File: config.mk
export PLATFORM = sky130hd
export DESIGN_NAME = pert_conc
export DESIGN_NICKNAME = d
export VERILOG_FILES = /design/src/rtl/core/pert_pkg.sv /design/src/rtl/core/pert_conc.sv
export SDC_FILE = /design/constraint.sdc
export NUM_CORES = 2
export LEC_CHECK = 0
export BUFFER_PORTS_ARGS = -buffer_cell sky130_fd_sc_hd__buf_2
export CAP_MARGIN = 15
export CORE_MARGIN = 2
export CORE_UTILIZATION = 60
export DETAILED_ROUTE_END_ITERATION = 6
export PLACE_DENSITY = 0.8
export SLEW_MARGIN = 25
export SYNTH_ARGS = -nofsm -noshare
export SYNTH_HDL_FRONTEND = slang
export SYNTH_SLANG_ARGS = --single-unit
File: constraint.sdc
create_clock -name aclk -period 7.55 [get_ports aclk]
set_input_delay 1.51 -clock aclk [delete_from_list [all_inputs] [get_ports aclk]]
set_output_delay 1.51 -clock aclk [all_outputs]
set_load 0.02 [all_outputs]
File: src/rtl/core/pert_pkg.sv
// ============================================================================
// pert_pkg
// Shared types and constants of the position exposure and drawdown tracker.
// ============================================================================
`default_nettype none

package pert_pkg;

    localparam int SLOTS_DEFAULT = 256;
    localparam int TABLE_MAX     = 256;   // symbol_index is 8 bits

    localparam int VALUE_W  = 24;
    localparam int SUM_W    = 32;
    localparam int SQSUM_W  = 55;
    localparam int SQ_W     = 48;
    localparam int PNL_W    = 48;
    localparam int MAG_W    = 47;
    localparam int DELTA_W  = 40;
    localparam int CONC_W   = 17;
    localparam int CFG_W    = 47;
    localparam int CFG_AW   = 2;

    localparam logic [CFG_AW-1:0] CFG_POSITION_LIMIT  = 2'd0;
    localparam logic [CFG_AW-1:0] CFG_STOP_LOSS_LIMIT = 2'd1;
    localparam logic [CFG_AW-1:0] CFG_DRAWDOWN_LIMIT  = 2'd2;

    localparam logic [VALUE_W-1:0] POSITION_LIMIT_RST  = 24'd1000000;
    localparam logic [MAG_W-1:0]   STOP_LOSS_LIMIT_RST = 47'd100000000;
    localparam logic [MAG_W-1:0]   DRAWDOWN_LIMIT_RST  = 47'd500000000;

    localparam logic KIND_POSITION = 1'b0;
    localparam logic KIND_PNL      = 1'b1;

    localparam int IN_TDATA_W  = 112;
    localparam int OUT_TDATA_W = 296;

    typedef enum logic [2:0] {
        ST_IDLE,
        ST_READ,
        ST_SUM,
        ST_DIVW,
        ST_OUT
    } state_t;

    typedef enum logic [2:0] {
        DV_IDLE,
        DV_MUL,
        DV_CHK,
        DV_ITER,
        DV_DONE
    } div_state_t;

    typedef struct packed {
        logic               start;
        logic [SQSUM_W-1:0] square_sum;
        logic [SUM_W-1:0]   gross;
    } conc_req_t;

endpackage

`default_nettype wire

File: src/rtl/core/pert_conc.sv
// ============================================================================
// pert_conc
// Concentration index: floor(65536 * square_sum / gross^2), restoring divide,
// one quotient bit per cycle.
// ============================================================================
`default_nettype none

module pert_conc (
    input  wire logic                         aclk,
    input  wire logic                         aresetn,
    input  wire pert_pkg::conc_req_t          req,
    output logic                              done,
    output logic [pert_pkg::CONC_W-1:0]       conc
);

    pert_pkg::div_state_t state_reg, state_next;

    logic [pert_pkg::SUM_W-1:0]   g_reg;
    logic [63:0]                  g2_reg;
    logic [63:0]                  r_reg;
    logic [pert_pkg::CONC_W-1:0]  q_reg;
    logic [3:0]                   cnt_reg;
    logic [63:0]                  r_shift;

    assign r_shift = {r_reg[62:0], 1'b0};

    always_comb begin
        state_next = state_reg;
        unique case (state_reg)
            pert_pkg::DV_IDLE: if (req.start) state_next = pert_pkg::DV_MUL;
            pert_pkg::DV_MUL:  state_next = pert_pkg::DV_CHK;
            pert_pkg::DV_CHK: begin
                if (g_reg == '0 || r_reg >= g2_reg) state_next = pert_pkg::DV_DONE;
                else                               state_next = pert_pkg::DV_ITER;
            end
            pert_pkg::DV_ITER: if (cnt_reg == 4'd15) state_next = pert_pkg::DV_DONE;
            pert_pkg::DV_DONE: state_next = pert_pkg::DV_IDLE;
            default:           state_next = pert_pkg::DV_IDLE;
        endcase
    end

    always_comb begin
        done = (state_reg == pert_pkg::DV_DONE);
        conc = q_reg;
    end

    always_ff @(posedge aclk) begin
        if (!aresetn) begin
            state_reg <= pert_pkg::DV_IDLE;
        end else begin
            state_reg <= state_next;
        end
    end

    always_ff @(posedge aclk) begin
        unique case (state_reg)
            pert_pkg::DV_IDLE: begin
                g_reg   <= req.gross;
                r_reg   <= 64'(req.square_sum);
                q_reg   <= '0;
                cnt_reg <= '0;
            end
            pert_pkg::DV_MUL: begin
                // square sum is written on the start edge, take the settled value
                r_reg  <= 64'(req.square_sum);
                g2_reg <= 64'(g_reg) * 64'(g_reg);
            end
            pert_pkg::DV_CHK: begin
                if (g_reg == '0) begin
                    q_reg <= '0;
                end else if (r_reg >= g2_reg) begin
                    q_reg <= 17'h10000;
                end
            end
            pert_pkg::DV_ITER: begin
                cnt_reg <= cnt_reg + 4'd1;
                if (r_shift >= g2_reg) begin
                    r_reg <= r_shift - g2_reg;
                    q_reg <= {q_reg[15:0], 1'b1};
                end else begin
                    r_reg <= r_shift;
                    q_reg <= {q_reg[15:0], 1'b0};
                end
            end
            pert_pkg::DV_DONE: begin
            end
            default: begin
            end
        endcase
    end

    assert property (@(posedge aclk) disable iff (!aresetn)
        (state_reg == pert_pkg::DV_ITER) |-> (g_reg != '0 && r_reg < g2_reg))
        else $error("divider iterating with remainder not below divisor");

    assert property (@(posedge aclk) disable iff (!aresetn)
        done |-> (q_reg <= 17'h10000))
        else $error("concentration above one");

    assert property (@(posedge aclk) disable iff (!aresetn)
        done |=> (state_reg == pert_pkg::DV_IDLE))
        else $error("divider did not return to idle");

endmodule

`default_nettype wire

# Word level (Yosys, flattened, before mapping)
# Cells that the tools add are included.
# Widths: inputs -> output; s select.
# word_totals
regBits	184
output_inout_bits	18
input_bits	90
# classes
eq_ne	8
muxes	11
mul	1
addsub	2
reduce_logical	9
magnitude_cmp	2
# ops
op	count
$ge 64x64->1	2
$pmux 64 s2	1
$mul 32x32->64	1
$mux 64	1
$sub 64x64->64	1
$pmux 17 s3	1
$mux 17	2
$logic_not 32->1	1
$pmux 3 s4	1
$mux 3	3
$pmux 4 s2	1
$eq 3x2->1 const B	2
$add 4x1->4 const B	1
$eq 4x4->1 const B	1
$ne 2x2->1 const B	2
$reduce_and 2->1	2
$reduce_bool 2->1	2
$eq 3x1->1 const B	1
$eq 3x3->1 const B	1
$logic_not 3->1	1
$ne 3x3->1 const B	1
$reduce_bool 3->1	1
$reduce_or 2->1	1
$logic_or 1x1->1	1
$mux 1	1

# Logic depth before layout (Yosys ltp)
# logic_depth
depth_word	4
mapped_depth	31
depth_no_buf	28

# Least setup slack after synthesis
# No wires, ideal clock.
# synth_timing
path_kind	register to register
start	register g_reg[5] in the netlist's numbering
end	register g2_reg[62] (data pin)
t_arrival_ps	7523
setup_ps	259
path_buffers	3
path_slack_ps	-233
stages_incl_launch_ff	29
required_time_ps	7291
path_cell_list	edfxtp_1 clkbuf_1 clkbuf_1 nand2_1 fa_1 inv_1 fa_1 fa_1 inv_1 fa_1 inv_1 fa_1 inv_1 fa_1 inv_1 fa_1 fa_1 ha_1 clkbuf_1 nand4_1 or2_0 nor4_1 a21oi_1 nor2_1 a31oi_1 o311a_1 o21ai_0 a41oi_1 xnor2_1
# synth_between
elab_chain_cells	1
# synth_lines
item	line_no	rtl
start: declaration	pert_conc.sv:18	logic [pert_pkg::SUM_W-1:0] g_reg;
start signal: assignment	pert_conc.sv:58	g_reg <= req.gross;
$mul 32x32->64	pert_conc.sv:66	g2_reg <= 64'(g_reg) * 64'(g_reg);
end signal: assignment	pert_conc.sv:66	
end: declaration	pert_conc.sv:19	logic [63:0] g2_reg;
# Every way passes these cells.
# A chain may end at the register's enable or synchronous reset.

# Worst setup path in the final report
# layout_timing
start	register g_reg[15] in the netlist's numbering
end	register g2_reg[61] (data pin)
# The elaborated chain is that of the path after synthesis.

==> flow_summary.toml <==
[cells_and_area]
final_design_area_no_fill_sq_um = 48500
num-nets-final = 6198
layout-drive-gt1-share = 0.168
area_growth_pct = 15.4
largest_register_ffs = 64
diodes = 0

[clock_tree]
cts_root_buffer = "sky130_fd_sc_hd__clkbuf_16"
tritoncts = "built"
clkSinkCount = 183
cts.reportedPaths.clkPinSlew_ns = 0.10
deepest_clock_path_buffer_count = 2
clk-insertion-delay-late_ns = 0.52
htreeDepth = 4
cts-buffers-inserted = 17

[synth]
cell_accounting_for_the_most_synthesized_area = "sky130_fd_sc_hd__fa_1"
synth_compound_area_frac = 0.0925
synth_warnings = 0
synthXorXnorAreaFrac = 0.0340
postSynth.asyncResetShare = 0
synth_fa_ha_area_frac = 0.505
yosys.area_share.simple = 0.116
ys_top_cells_by_count = "sky130_fd_sc_hd__inv_1, sky130_fd_sc_hd__fa_1, sky130_fd_sc_hd__ha_1, sky130_fd_sc_hd__nand2_1, sky130_fd_sc_hd__and2_1"
avgSynthCellArea_sq_um = 9.40
post-synth-top-count-cell = "sky130_fd_sc_hd__inv_1"
synth.top_cell.area_share = 0.377
count_of_flip_flops_with_a_built_in_enable_after_synthesis = 180
synthesis.area_sq_um = 42000
muxShareOfSynthArea = 0.00932
synth_top_family_by_area = "adder cells"
yosys-top-cells-area = "sky130_fd_sc_hd__fa_1, sky130_fd_sc_hd__edfxtp_1, sky130_fd_sc_hd__ha_1, sky130_fd_sc_hd__inv_1, sky130_fd_sc_hd__and2_1"
synth_seq_area_share = 0.130
synth_ff_type = "sky130_fd_sc_hd__edfxtp_1"
synthCells = 4470
synth-seq-cells = 183
synth.distinct_cells = 83
mappedNetlistNets = 5781

[job]
cap_viol_max_count = 0

[setup_path]
cp_slowest_cell = "sky130_fd_sc_hd__fa_2"
ff2ff_path_depth = 28
startpoint_of_the_lowest_slack_register_to_register_path = "g_reg[15]$_DFFE_PP_"
cpPeakStageDelay_ns = 0.61
crit_path_end_kind = "register"
critPathArrivalTime_ns = 8.10
cp_max_fo = 7
crit_required_ns = 7.83
cp_top_family = "adder cells"
worstSetupPathType = "register to register"
start_kind = "register"
reg2reg_setup_slack_ns = -0.27
worst_path_most_repeated_cell = "sky130_fd_sc_hd__fa_1"
cp_num_buf_inv = 7
capture_point_of_the_worst_reg_to_reg_path = "g2_reg[61]$_DFFE_PP_"

[timing]
finalSetupViolCount = 13
worstMarginPinSlew_ns = 1.07
slew_viol_final = 0
period_share = 1.04
rsz0062_at_grt = "true"
slew_headroom = 0.283
max_freq_ghz = 0.128
finClkSkew_ns = 0.0336
smallest_setup_slack_after_layout_ns = -0.274
layout_min_cycle_time_ns = 7.82
hold_violations = 0

[place]
dp_hpwl_microns = 91800
area_after_dpl_sq_um = 46500
port-buffer-count = 107
detailedPlace.worstSlack_ns = -0.400
placer_s_final_routability_congestion_estimate = 0.992

[die]
placementRows = 97
die_x_microns = 269
design.die.area_sq_um = 72200
core-area_sq_um = 69700
die_height_microns = 269
initial_core_util = 0.603
boundaryPins = 108

[routing]
first_pass_iters = 6
wl_per_cell_microns = 19.6
drt.antenna.violating_nets = 0
drt_drc_violations_left = 0
routed_wirelength_microns = 115000
drtIter0Drc = 2579
routed_via_density = 5.58
vias_post_dr = 32600

[grt]
wire_length_of_the_first_global_routing_pass_microns = 176000
maximum_number_of_pins_on_one_net_before_global_route_repair = 95
overall_global_routing_resource_usage = 0.317
grt_antenna_before_repair = 1
global_route.overflow_total = 0
grt_pass1_vias = 34100

[hold_path]
hold-path-cell-count = 1
min-delay-path-class = "register to register"
hp_start = "conc[2]$_DFFE_PP_"
min_delay_worst_endpoint = "conc[3]$_DFFE_PP_"

[run_status]
outcome = "finished, violations left"
violations = "setup timing"
[routing by layer]
| metal | global-route usage | wire length (microns) |
|---|---|---|
| met2 | 0.511 | 53500 |
| met5 | 0 | 11 |
| met1 | 0.420 | 46100 |
| met4 | 0.118 | 5370 |
| met3 | 0.0737 | 9720 |
[stage by stage]
stage | instances | hold WS, ns | utilization | TNS (ns)
after global placement | 5755 | 0.529 | 0.668 | -1.20
after CTS | 5810 | 0.558 | 0.684 | -0.369
after global routing | 5840 | 0.581 | 0.697 | -5.76
after detailed placement | 5755 | 0.531 | 0.668 | -3.18
after floorplan | 4470 | 0.527 | - | -0.0420
final | 5840 | 0.554 | 0.697 | -2.33
[logic make-up (layout without fill, tap and decap cells)]
logic type | Yosys count | count (layout)
AO/OA/AOI/OAI | 610 | 610
multiplexers | 39 | 39
flip-flops | 183 | 183
adder cells (fa/ha/maj) | 1221 | 1221
buffers and inverters | 1258 | 1688
XOR/XNOR | 163 | 163
AND/OR/NAND/NOR | 996 | 996
[area by class of cell]
| class | instances | area (sq um) |
|---|---|---|
| inverters | 1065 | 4010 |
| multi-input cells | 3029 | 32600 |
| flip-flops and latches | 183 | 5470 |
| fillers | 5029 | 21100 |
| repair buffers | 591 | 4650 |
| well taps | 940 | 1180 |
| clock buffers | 17 | 425 |
| clock inverters | 15 | 220 |
[worst max-delay path by stage]
stage	cells after the start	slack [ns]	to	startpoint
2_1_floorplan	26	-0.04	g2_reg[62]$_DFFE_PP_	g_reg[27]$_DFFE_PP_
3_3_place_gp	28	-0.18	g2_reg[63]$_DFFE_PP_	g_reg[13]$_DFFE_PP_
3_5_place_dp	27	-0.40	g2_reg[63]$_DFFE_PP_	g_reg[4]$_DFFE_PP_
4_1_cts	27	-0.14	g2_reg[63]$_DFFE_PP_	g_reg[20]$_DFFE_PP_
5_1_grt	30	-0.49	g2_reg[61]$_DFFE_PP_	g_reg[11]$_DFFE_PP_
6_report	28	-0.27	g2_reg[61]$_DFFE_PP_	g_reg[15]$_DFFE_PP_
[what timing repair did]
item | in CTS | in global routing
pin swaps | 40 | 90
resized for setup | 69 | 154
gates cloned | 2 | 2
hold buffers | 0 | 0
buffers inserted | 21 | 30
setup endpoints to repair | 16 | 25
[layout by cell type, fill, tap and decap left out, drive strengths merged, types with 38 or more instances in the layout]
cell type  count
a21o          79
a21oi        184
and2         256
buf          589
edfxtp       180
fa           792
ha           429
inv         1071
mux2i         38
nand2        413
nand3         42
nand4         44
nor2         122
o21ai        163
xnor2         97
xor2          66
Power is not shown: default switching activity piles up to over one toggle a cycle in this logic, so the estimate is an artifact.
